File: src/design/msbce_pkg.sv
// Package: shared types and constants for the multi-label BCE loss core.
`timescale 1ns / 1ps
package msbce_pkg;

    // Default sizing
    localparam int NumClassesDef    = 64;
    localparam int LogTableDepthDef = 256;

    // Field widths
    localparam int CmdW    = 2;
    localparam int LabelW  = 7;
    localparam int ProbW   = 16;
    localparam int ScaleW  = 16;
    localparam int GradW   = 21;
    localparam int MeanW   = 24;
    localparam int SumW    = 48;
    localparam int CountW  = 24;
    localparam int CfgIdxW = 2;
    localparam int CfgW    = 16;
    localparam int NlW     = 20;
    localparam int TermW   = 24;
    localparam int DivW    = 31;

    // Fixed-point constants
    localparam logic [19:0] Ln2Q16 = 20'd45426;
    localparam logic [31:0] Ln2Q32 = 32'd2977044472;
    localparam int          SqSteps  = 24;
    localparam int          DivSteps = 48;

    // Input commands
    typedef enum logic [CmdW-1:0] {
        CMD_LABEL  = 2'd0,
        CMD_PROB   = 2'd1,
        CMD_FINISH = 2'd2,
        CMD_NONE   = 2'd3
    } t_cmd;

    // Configuration register indexes
    typedef enum logic [CfgIdxW-1:0] {
        REG_NEG_SCALE = 2'd0,
        REG_CLASSES   = 2'd1,
        REG_LABELS    = 2'd2,
        REG_UNUSED    = 2'd3
    } t_reg;

    // Sequencer states
    typedef enum logic [3:0] {
        S_IDLE,
        S_SQ,
        S_LN,
        S_NEG,
        S_SCL,
        S_GRD,
        S_ACC,
        S_MUL,
        S_DIV,
        S_DONE,
        S_OUT
    } t_state;

endpackage

File: src/design/multilabel_sigmoid_bce_loss_core.sv
// Top level: multi-label sigmoid BCE loss core with a shared multiplier sequencer.
`timescale 1ns / 1ps
// Usage:
//   Input channel (i_in_valid / o_in_ready) carries i_cmd, i_label_index, i_prob.
//   Label items build the multi-hot target of a sample; probability items then
//   arrive in class order and each returns one gradient result; a finish item
//   returns the batch mean loss and starts a new batch.
//   Output channel (o_out_valid / i_out_ready) carries one result per probability or finish item.
//   Config channel (i_cfg_valid / o_cfg_ready) writes register i_cfg_index;
//   it is always ready; the user must write it only while the core is idle (not enforced).
// Sequencing:
//   Label and unused items give no result.
//   A probability item runs 24 squaring steps of the log evaluation on the one
//   32x32 multiplier, then the ln2 scale and, for label 0 only, the negative
//   weight and gradient products.
//   A finish item runs the 48-step restoring divider.
//   The core takes one item at a time; o_in_ready is low while it works.
// Reset (synchronous, active low) clears label state, accumulator, counts and
// restores register defaults. When the receiver stalls, the finished result
// holds in the output register and the core waits before loading the next one.
module multilabel_sigmoid_bce_loss_core #(
    parameter int NUM_CLASSES     = msbce_pkg::NumClassesDef,
    parameter int LOG_TABLE_DEPTH = msbce_pkg::LogTableDepthDef
) (
    input  logic                          i_clk,
    input  logic                          i_rst_n,
    input  logic                          i_in_valid,
    output logic                          o_in_ready,
    input  logic [msbce_pkg::CmdW-1:0]    i_cmd,
    input  logic [msbce_pkg::LabelW-1:0]  i_label_index,
    input  logic [msbce_pkg::ProbW-1:0]   i_prob,
    output logic                          o_out_valid,
    input  logic                          i_out_ready,
    output logic                          o_result_kind,
    output logic signed [msbce_pkg::GradW-1:0] o_gradient,
    output logic                          o_target_bit,
    output logic [msbce_pkg::MeanW-1:0]   o_mean_loss,
    input  logic                          i_cfg_valid,
    output logic                          o_cfg_ready,
    input  logic [msbce_pkg::CfgIdxW-1:0] i_cfg_index,
    input  logic [msbce_pkg::CfgW-1:0]    i_cfg_data
);

    localparam int IdxW   = (NUM_CLASSES > 1) ? $clog2(NUM_CLASSES) : 1;
    localparam int Ld     = $clog2(LOG_TABLE_DEPTH);
    localparam int LW     = msbce_pkg::LabelW;
    localparam int DivW_C = msbce_pkg::DivW;

    // Configuration registers
    logic [msbce_pkg::ScaleW-1:0] r_scale;
    logic [LW-1:0]                r_classes;
    logic [LW-1:0]                r_labels;

    // Sample and batch state
    logic [NUM_CLASSES-1:0]       r_bits;
    logic [LW-1:0]                r_pos;
    logic [LW-1:0]                r_seen;
    logic                         r_closed;
    logic [msbce_pkg::SumW-1:0]   r_sum;
    logic [msbce_pkg::CountW-1:0] r_count;

    // Sequencer and datapath
    msbce_pkg::t_state            r_state, n_state;
    logic [5:0]                   r_cnt;
    logic                         r_y;
    logic [msbce_pkg::ProbW-1:0]  r_p;
    logic [31:0]                  r_yv;
    logic [23:0]                  r_r;
    logic [63:0]                  r_prod;
    logic [msbce_pkg::NlW-1:0]    r_base;
    logic [msbce_pkg::NlW-1:0]    r_nl;
    logic [msbce_pkg::TermW-1:0]  r_term;
    logic signed [msbce_pkg::GradW-1:0] r_grad;
    logic [msbce_pkg::SumW-1:0]   r_dvd;
    logic [DivW_C-1:0]            r_div;
    logic [DivW_C-1:0]            r_rem;
    logic                         r_is_mean;
    logic [msbce_pkg::MeanW-1:0]  r_mean;

    // Output register
    logic                         r_ov;
    logic                         r_kind;
    logic signed [msbce_pkg::GradW-1:0] r_ograd;
    logic                         r_otbit;
    logic [msbce_pkg::MeanW-1:0]  r_omean;

    // Effective counts
    logic [LW-1:0] w_c;
    logic [LW-1:0] w_lim;
    always_comb begin
        w_c = (r_classes == '0) ? LW'(1) : r_classes;
        if (32'(w_c) > NUM_CLASSES) begin
            w_c = LW'(NUM_CLASSES);
        end
        w_lim = (r_labels == '0) ? LW'(1) : r_labels;
    end

    logic w_acc;
    assign w_acc       = i_in_valid && o_in_ready;
    assign o_in_ready  = (r_state == msbce_pkg::S_IDLE);
    assign o_cfg_ready = 1'b1;

    // Probability item front end: class pick, log argument and exponent split
    logic [LW-1:0]  w_pos;
    logic           w_y;
    logic [16:0]    w_x;
    logic [4:0]     w_e;
    logic [16:0]    w_frac;
    logic [16+Ld:0] w_fsh;
    logic [Ld-1:0]  w_i;
    always_comb begin
        w_pos = (r_pos >= w_c) ? w_c - LW'(1) : r_pos;
        w_y   = r_bits[IdxW'(w_pos)];
        if (w_y) begin
            w_x = (i_prob == '0) ? 17'd1 : {1'b0, i_prob};
        end else begin
            w_x = 17'h10000 - {1'b0, i_prob};
        end
        w_e = '0;
        for (int k = 1; k < 17; k++) begin
            if (w_x[k]) begin
                w_e = 5'(k);
            end
        end
        w_frac = w_x - (17'd1 << w_e);
        w_fsh  = {w_frac, {Ld{1'b0}}} >> w_e;
        w_i    = w_fsh[Ld-1:0];
    end

    // Shared multiplier operand select
    logic [31:0] w_ma, w_mb;
    logic [63:0] w_prod;
    always_comb begin
        unique case (r_state)
            msbce_pkg::S_SQ: begin
                w_ma = r_yv;
                w_mb = r_yv;
            end
            msbce_pkg::S_LN: begin
                w_ma = 32'(r_r);
                w_mb = msbce_pkg::Ln2Q32;
            end
            msbce_pkg::S_SCL: begin
                w_ma = 32'(r_scale);
                w_mb = 32'(r_nl);
            end
            msbce_pkg::S_GRD: begin
                w_ma = 32'(r_scale);
                w_mb = 32'(r_p);
            end
            msbce_pkg::S_MUL: begin
                w_ma = 32'(r_count);
                w_mb = 32'(w_c);
            end
            default: begin
                w_ma = '0;
                w_mb = '0;
            end
        endcase
        w_prod = w_ma * w_mb;
    end

    // Squaring step, rounding of the scaled log, accumulator sum and divider compare
    logic [63:0] w_sq;
    logic        w_sqbit;
    logic [23:0] w_t;
    logic [msbce_pkg::SumW:0] w_sum;
    logic [DivW_C:0] w_rsh;
    logic            w_qbit;
    always_comb begin
        w_sq    = w_prod >> 30;
        w_sqbit = (w_sq >= 64'h8000_0000);
        w_t     = 24'((r_prod + (64'd1 << 39)) >> 40);
        w_sum   = {1'b0, r_sum} + (msbce_pkg::SumW+1)'(r_term);
        w_rsh   = {r_rem, r_dvd[msbce_pkg::SumW-1]};
        w_qbit  = (w_rsh >= {1'b0, r_div});
    end

    logic w_out_free;
    assign w_out_free = !r_ov || i_out_ready;

    // Next state
    always_comb begin
        n_state = r_state;
        unique case (r_state)
            msbce_pkg::S_IDLE: begin
                if (w_acc && i_cmd == msbce_pkg::CMD_PROB) begin
                    n_state = msbce_pkg::S_SQ;
                end else if (w_acc && i_cmd == msbce_pkg::CMD_FINISH) begin
                    n_state = msbce_pkg::S_MUL;
                end
            end
            msbce_pkg::S_SQ: begin
                if (r_cnt == 6'(msbce_pkg::SqSteps - 1)) begin
                    n_state = msbce_pkg::S_LN;
                end
            end
            msbce_pkg::S_LN:  n_state = msbce_pkg::S_NEG;
            msbce_pkg::S_NEG: n_state = r_y ? msbce_pkg::S_ACC : msbce_pkg::S_SCL;
            msbce_pkg::S_SCL: n_state = msbce_pkg::S_GRD;
            msbce_pkg::S_GRD: n_state = msbce_pkg::S_ACC;
            msbce_pkg::S_ACC: n_state = msbce_pkg::S_OUT;
            msbce_pkg::S_MUL: n_state = msbce_pkg::S_DIV;
            msbce_pkg::S_DIV: begin
                if (r_cnt == 6'(msbce_pkg::DivSteps - 1)) begin
                    n_state = msbce_pkg::S_DONE;
                end
            end
            msbce_pkg::S_DONE: n_state = msbce_pkg::S_OUT;
            msbce_pkg::S_OUT: begin
                if (w_out_free) begin
                    n_state = msbce_pkg::S_IDLE;
                end
            end
            default: n_state = msbce_pkg::S_IDLE;
        endcase
    end

    // Control and batch state
    always_ff @(posedge i_clk) begin
        if (!i_rst_n) begin
            r_state   <= msbce_pkg::S_IDLE;
            r_scale   <= 16'd4096;
            r_classes <= LW'(64);
            r_labels  <= LW'(64);
            r_bits    <= '0;
            r_pos     <= '0;
            r_seen    <= '0;
            r_closed  <= 1'b0;
            r_sum     <= '0;
            r_count   <= '0;
            r_cnt     <= '0;
            r_ov      <= 1'b0;
        end else begin
            r_state <= n_state;
            // register writes
            if (i_cfg_valid) begin
                case (i_cfg_index)
                    msbce_pkg::REG_NEG_SCALE: r_scale   <= i_cfg_data;
                    msbce_pkg::REG_CLASSES:   r_classes <= i_cfg_data[LW-1:0];
                    msbce_pkg::REG_LABELS:    r_labels  <= i_cfg_data[LW-1:0];
                    default: ;
                endcase
            end
            // item entry
            if (w_acc) begin
                case (i_cmd)
                    msbce_pkg::CMD_LABEL: begin
                        if (!r_closed) begin
                            if (i_label_index == '0) begin
                                r_closed <= 1'b1;
                            end else begin
                                if (i_label_index <= w_c) begin
                                    r_bits[IdxW'(i_label_index - LW'(1))] <= 1'b1;
                                end
                                r_seen <= r_seen + LW'(1);
                                if (r_seen + LW'(1) >= w_lim) begin
                                    r_closed <= 1'b1;
                                end
                            end
                        end
                    end
                    msbce_pkg::CMD_PROB: begin
                        if (w_pos + LW'(1) >= w_c) begin
                            if (r_count != {msbce_pkg::CountW{1'b1}}) begin
                                r_count <= r_count + msbce_pkg::CountW'(1);
                            end
                            r_bits   <= '0;
                            r_pos    <= '0;
                            r_seen   <= '0;
                            r_closed <= 1'b0;
                        end else begin
                            r_pos    <= w_pos + LW'(1);
                            r_closed <= 1'b1;
                        end
                    end
                    msbce_pkg::CMD_FINISH: begin
                        r_bits   <= '0;
                        r_pos    <= '0;
                        r_seen   <= '0;
                        r_closed <= 1'b0;
                        r_sum    <= '0;
                    end
                    default: ;
                endcase
            end
            // clear the sample count once the divisor has been formed from it
            if (r_state == msbce_pkg::S_MUL) begin
                r_count <= '0;
            end
            // step counter
            if (r_state == msbce_pkg::S_SQ || r_state == msbce_pkg::S_DIV) begin
                r_cnt <= r_cnt + 6'd1;
            end else begin
                r_cnt <= '0;
            end
            // accumulate with saturation
            if (r_state == msbce_pkg::S_ACC) begin
                r_sum <= w_sum[msbce_pkg::SumW] ? {msbce_pkg::SumW{1'b1}}
                                                : w_sum[msbce_pkg::SumW-1:0];
            end
            // output handshake
            if (r_state == msbce_pkg::S_OUT && w_out_free) begin
                r_ov <= 1'b1;
            end else if (i_out_ready) begin
                r_ov <= 1'b0;
            end
        end
    end

    // Datapath registers
    always_ff @(posedge i_clk) begin
        if (w_acc) begin
            r_y       <= w_y;
            r_p       <= i_prob;
            r_r       <= '0;
            r_yv      <= 32'({1'b1, w_i}) << (30 - Ld);
            r_base    <= msbce_pkg::NlW'((5'd16 - w_e) * msbce_pkg::Ln2Q16);
            r_grad    <= -$signed(msbce_pkg::GradW'(17'h10000 - {1'b0, i_prob}));
            r_dvd     <= r_sum;
            r_rem     <= '0;
            r_is_mean <= (i_cmd == msbce_pkg::CMD_FINISH);
        end
        unique case (r_state)
            msbce_pkg::S_SQ: begin
                r_r  <= {r_r[22:0], w_sqbit};
                r_yv <= w_sqbit ? w_sq[32:1] : w_sq[31:0];
            end
            msbce_pkg::S_LN: r_prod <= w_prod;
            msbce_pkg::S_NEG: begin
                r_nl   <= (32'(w_t) > 32'(r_base)) ? '0 : r_base - msbce_pkg::NlW'(w_t);
                r_term <= (32'(w_t) > 32'(r_base)) ? '0
                                                   : msbce_pkg::TermW'(r_base - msbce_pkg::NlW'(w_t));
            end
            msbce_pkg::S_SCL: r_term <= w_prod[12 +: msbce_pkg::TermW];
            msbce_pkg::S_GRD: r_grad <= $signed(w_prod[12 +: msbce_pkg::GradW]);
            msbce_pkg::S_MUL: r_div  <= w_prod[DivW_C-1:0];
            msbce_pkg::S_DIV: begin
                r_rem <= w_qbit ? DivW_C'(w_rsh - {1'b0, r_div}) : w_rsh[DivW_C-1:0];
                r_dvd <= {r_dvd[msbce_pkg::SumW-2:0], w_qbit};
            end
            msbce_pkg::S_DONE: begin
                if (r_div == '0) begin
                    r_mean <= '0;
                end else if (r_dvd[msbce_pkg::SumW-1:msbce_pkg::MeanW] != '0) begin
                    r_mean <= {msbce_pkg::MeanW{1'b1}};
                end else begin
                    r_mean <= r_dvd[msbce_pkg::MeanW-1:0];
                end
            end
            default: ;
        endcase
        // load the result register
        if (r_state == msbce_pkg::S_OUT && w_out_free) begin
            r_kind  <= r_is_mean;
            r_ograd <= r_is_mean ? '0 : r_grad;
            r_otbit <= r_is_mean ? 1'b0 : r_y;
            r_omean <= r_is_mean ? r_mean : '0;
        end
    end

    assign o_out_valid   = r_ov;
    assign o_result_kind = r_kind;
    assign o_gradient    = r_ograd;
    assign o_target_bit  = r_otbit;
    assign o_mean_loss   = r_omean;

`ifndef SYNTHESIS
    a_prob_starts_log: assert property (@(posedge i_clk) disable iff (!i_rst_n)
        (w_acc && i_cmd == msbce_pkg::CMD_PROB) |=> (r_state == msbce_pkg::S_SQ))
        else $error("probability item did not start the log sequence");
    a_sq_bound: assert property (@(posedge i_clk) disable iff (!i_rst_n)
        (r_state == msbce_pkg::S_SQ) |-> (r_cnt < 6'(msbce_pkg::SqSteps)))
        else $error("squaring step count overrun");
    a_mean_clean: assert property (@(posedge i_clk) disable iff (!i_rst_n)
        (o_out_valid && o_result_kind) |-> (o_gradient == '0 && !o_target_bit))
        else $error("mean result carries gradient fields");
    a_no_overwrite: assert property (@(posedge i_clk) disable iff (!i_rst_n)
        (o_out_valid && !i_out_ready) |=> (o_out_valid && $stable(o_mean_loss)))
        else $error("stalled result was overwritten");
`endif

endmodule
File: config.mk
export PLATFORM = sky130hd
export DESIGN_NAME = multilabel_sigmoid_bce_loss_core
export DESIGN_NICKNAME = d
export VERILOG_FILES = /design/src/design/msbce_pkg.sv /design/src/design/multilabel_sigmoid_bce_loss_core.sv
export SDC_FILE = /design/constraint.sdc
export NUM_CORES = 2
export LEC_CHECK = 0
export BUFFER_PORTS_ARGS = -buffer_cell sky130_fd_sc_hd__buf_2
export CAP_MARGIN = 20
export CORE_ASPECT_RATIO = 2
export CORE_MARGIN = 1
export CORE_UTILIZATION = 45
export CTS_CLUSTER_SIZE = 16
export DETAILED_ROUTE_END_ITERATION = 10
export HOLD_SLACK_MARGIN = 0.06
export PLACE_DENSITY = 0.71
export REMOVE_ABC_BUFFERS = 1
export SLEW_MARGIN = 30
export SYNTH_ARGS = -nofsm -noshare
export SYNTH_HDL_FRONTEND = slang
export SYNTH_SLANG_ARGS = --single-unit
File: constraint.sdc
create_clock -name i_clk -period 14.19 [get_ports i_clk]
set_input_delay 0 -clock i_clk [delete_from_list [all_inputs] [get_ports i_clk]]
set_output_delay 0 -clock i_clk [all_outputs]
set_load 0.01 [all_outputs]
==> results.cfg <==
[worst_setup_path]
cpPeakStageDelay_ns = 0.68
crit_required_ns = 14.54
critPathSlowestCell = inv_2
cp.arrival_ns = 13.09
crit_type = flop to flop
path_max_fanout = 38
crit-reg2reg-launch = r_state[1]$_SDFFE_PN0P_
rr_worst_depth = 38
cp-end-kind = flop
start_kind = flop
r2r-end = r_yv[3]$_SDFFCE_PP0P_
rrSetupSlack_ns = 1.45
path_common_cell = fa_1

[synth]
synth.most_common_cell = nand2_1
synth-edff-count = 364
synth_top_area_share_pct = 28.20
avgSynthCellArea_sq_um = 9.021
ys.warnings.count = 0
yosysUniqueCellTypes = 101
synthTopCellsByArea = fa_1 (28%), edfxtp_1 (17%), ha_1 (9.1%)
ys_async_sr_fraction_pct = 0
yosysTopAreaCell = fa_1
synth_top_cells_by_count = nand2_1 (1253), inv_1 (1187), fa_1 (909)
synth-main-ff-cell = edfxtp_1
synth_seq_cells = 556
yosysSeqAreaShare_pct = 22.89
synth_area_sq_mm = 0.06453
synth_cells = 7154

[floorplan]
die_h_microns = 537.6
die_w_microns = 269.8
start_util_pct = 45.29
coreArea_sq_mm = 0.1425
io_pins = 98
die_area_sq_mm = 0.1450
rows = 196

[power]
switching_share_pct = 57.30
p_switching_mw = 9.121
ir_worst_vdd_uv = 372.2
p_clk_share_pct = 8.4
p_comb_share_pct = 76.0
p_seq_share_pct = 15.6
p_leak_nw = 32.19
power_density_mw_per_mm2 = 228.7
p_int_mw = 6.798
finalPower_mw = 15.92

[layout]
layout.nets = 8613
layout-drive-gt1-share_pct = 6.243
stdcell_count = 9110
design_area_sq_mm = 0.06960
areaGrowthSynthToFinish_pct = 7.856
fillCellCount = 13280

[detailed_routing]
dr_total_vias = 51900
first_iter_violations = 3765
via_per_inst = 5.697
avgRoutedWirePerCell_microns = 24.85
wl_mm = 226.4
first_pass_iters = 6
drcViolationCount = 0
ant_nets = 0

[grt]
grt_busiest_layer = met2
grt_start_max_net_pins = 76
grt.met3_usage_pct = 4.420
grt_first_pass_wirelength_mm = 335.5
grt_pass1_vias = 55500
met2_usage_pct = 58.01
antenna_found_initial = 3
grtUsageMet1_pct = 28.31
grt.total_usage_pct = 31.35
overflow = 0

[cts]
cts_tree = yes
clkLatencyLatePin_ns = 0.64
cts_sinks = 556
cts_hold_buffers = 60
cts_buffers = 45
path_clk_slew_ns = 0.08
clockBufferDepth = 3
cts_root_buf = clkbuf_16
cts_max_level = 2
post_cts_buffers = 0
cts_resized = 0

[timing]
fin_worst_skew_ns = 0.04303
tightest_slew_ns = 1.069
hold_viol = 0
setup_tns_ns = 0
rsz0062_at_grt = no
finalCriticalPeriod_ns = 12.74
finalCritPeriodShare_pct = 89.77
worst_slack_ns = 1.452
setup-violations-final = 0
max_slew_margin_pct = 28.43
timing.fmax_mhz = 78.51
maxSlewViolCount = 0

[worst_hold_path]
hold_depth = 5
hold_path_startpoint = i_cfg_valid
hold_class = input port to flop
hold_end = r_scale[0]$_SDFFE_PN0P_

[placed_design]
gp_congestion = 1.007
place_area_sq_mm = 0.06747
port-buffer-count = 96
dp_hpwl_mm = 182.4
pre_cts_slack_ns = 1.638
dp_cells = 8962

[run_status]
status = completed

[flow_run]
maxCapViolCount = 0
[routing by layer]
layer  up-vias  wire (microns)
li1      22790               -
met1     25650           67620
met2      2398          116900
met3      1062           13290
met4         2           28480
met5         -              24
[cell families (layout without fill, tap and decap cells)]
family	after synthesis	after routing	share of synthesized area [%]
AOI/OAI and AO/OA	867	867	8.511
xor gates and xnor gates	255	255	3.490
adders and majority gates	1378	1378	37.29
buffers and inverters	1527	1586	9.023
DFF	556	556	22.89
muxes	152	152	2.441
other	2	18	0.01164
and+or+nand+nor	2417	2417	16.34
[layout make-up]
cell class                      count  area, sq um  share of cell area, %
Multi-Input combinational cell   5082        44260                  63.58
Sequential cell                   556        14770                  21.23
Inverter                         1198         4501                  6.466
Tap cell                         1881         2354                  3.381
Timing Repair Buffer              305         2200                  3.160
Clock buffer                       64         1279                  1.837
Clock inverter                     19        227.7                 0.3272
Antenna cell                        5        12.51                0.01798
[sequential cells by signal, summed over array words and instances (netlist names), 20 cells and up]
signal	count
r_count	24
r_yv	32
r_sum	48
r_bits	64
r_prod	25
o_mean_loss	24
o_gradient	21
r_rem	31
r_mean	24
r_dvd	48
r_term	24
r_r	24
r_div	31
r_grad	21
r_nl	20
[power groups by stage]
stage          combinational (mW)  clock [mW]  sequential, mW
2_1_floorplan                6.86           0            2.41
3_3_place_gp                 11.5           0            2.50
3_5_place_dp                 11.8           0            2.50
4_1_cts                      11.9        1.35            2.47
5_1_grt                      12.9        1.39            2.49
6_report                     12.1        1.34            2.48
[per-stage QoR]
| step | hold slack (ns) | utilization [%] |
|---|---|---|
| after global routing | 0.1130 | 48.84 |
| after detailed placement | 0.2176 | 47.35 |
| after floorplan | 0.06194 | - |
| after global placement | 0.2119 | 47.28 |
| final | 0.09121 | 48.85 |
| after CTS | 0.07340 | 48.83 |
[how the worst max path moves through the flow]
stage                            start               endpoint  slack [ns]
3_5_place_dp   r_state[1]$_SDFFE_PN0P_  r_yv[1]$_SDFFCE_PP0P_        1.64
5_1_grt        r_state[1]$_SDFFE_PN0P_  r_yv[1]$_SDFFCE_PP0P_        0.91
2_1_floorplan  r_state[0]$_SDFFE_PN0P_     r_yv[24]$_DFFE_PP_        0.21
4_1_cts        r_state[1]$_SDFFE_PN0P_  r_yv[1]$_SDFFCE_PP0P_        1.64
3_3_place_gp   r_state[1]$_SDFFE_PN0P_  r_yv[1]$_SDFFCE_PP0P_        1.87
6_report       r_state[1]$_SDFFE_PN0P_  r_yv[3]$_SDFFCE_PP0P_        1.45
[worst max-delay path: cells and delay by family, from the launching register on]
| family | cells | cell delay, ns |
|---|---|---|
| fa+ha+maj | 9 | 4.36 |
| compound gates | 12 | 3.38 |
| simple gates | 7 | 1.88 |
| buf+inv | 8 | 1.70 |
| flops | 1 | 0.61 |
| mux | 1 | 0.26 |
| xor+xnor | 1 | 0.22 |
[cells in the final DEF (no fill, tap or decap), types with 29 or more instances in the layout]
master         Yosys  routed
nand2_1         1253    1248
inv_1           1187    1185
fa_1             909     909
nor2_1           541     534
ha_1             468     468
edfxtp_1         364     364
a21oi_1          303     301
dfxtp_1          192     192
o21ai_0          158     155
buf_4              3     149
xnor2_1          146     138
mux2i_1          123     122
and2_1           118     115
nand3_1          120     111
xor2_1           108     108
buf_2             13      96
a21o_1            73      73
nor3_1            67      61
dlygate4sd3_1      0      60
nor2b_1           54      54
nand2b_1          51      51
and3_1            46      46
clkbuf_16          0      46
a31oi_1           40      40
nand4_1           38      38
o21a_1            36      36
a22oi_1           30      30
nor4_1            30      29
(Power assumes the default switching activity.)
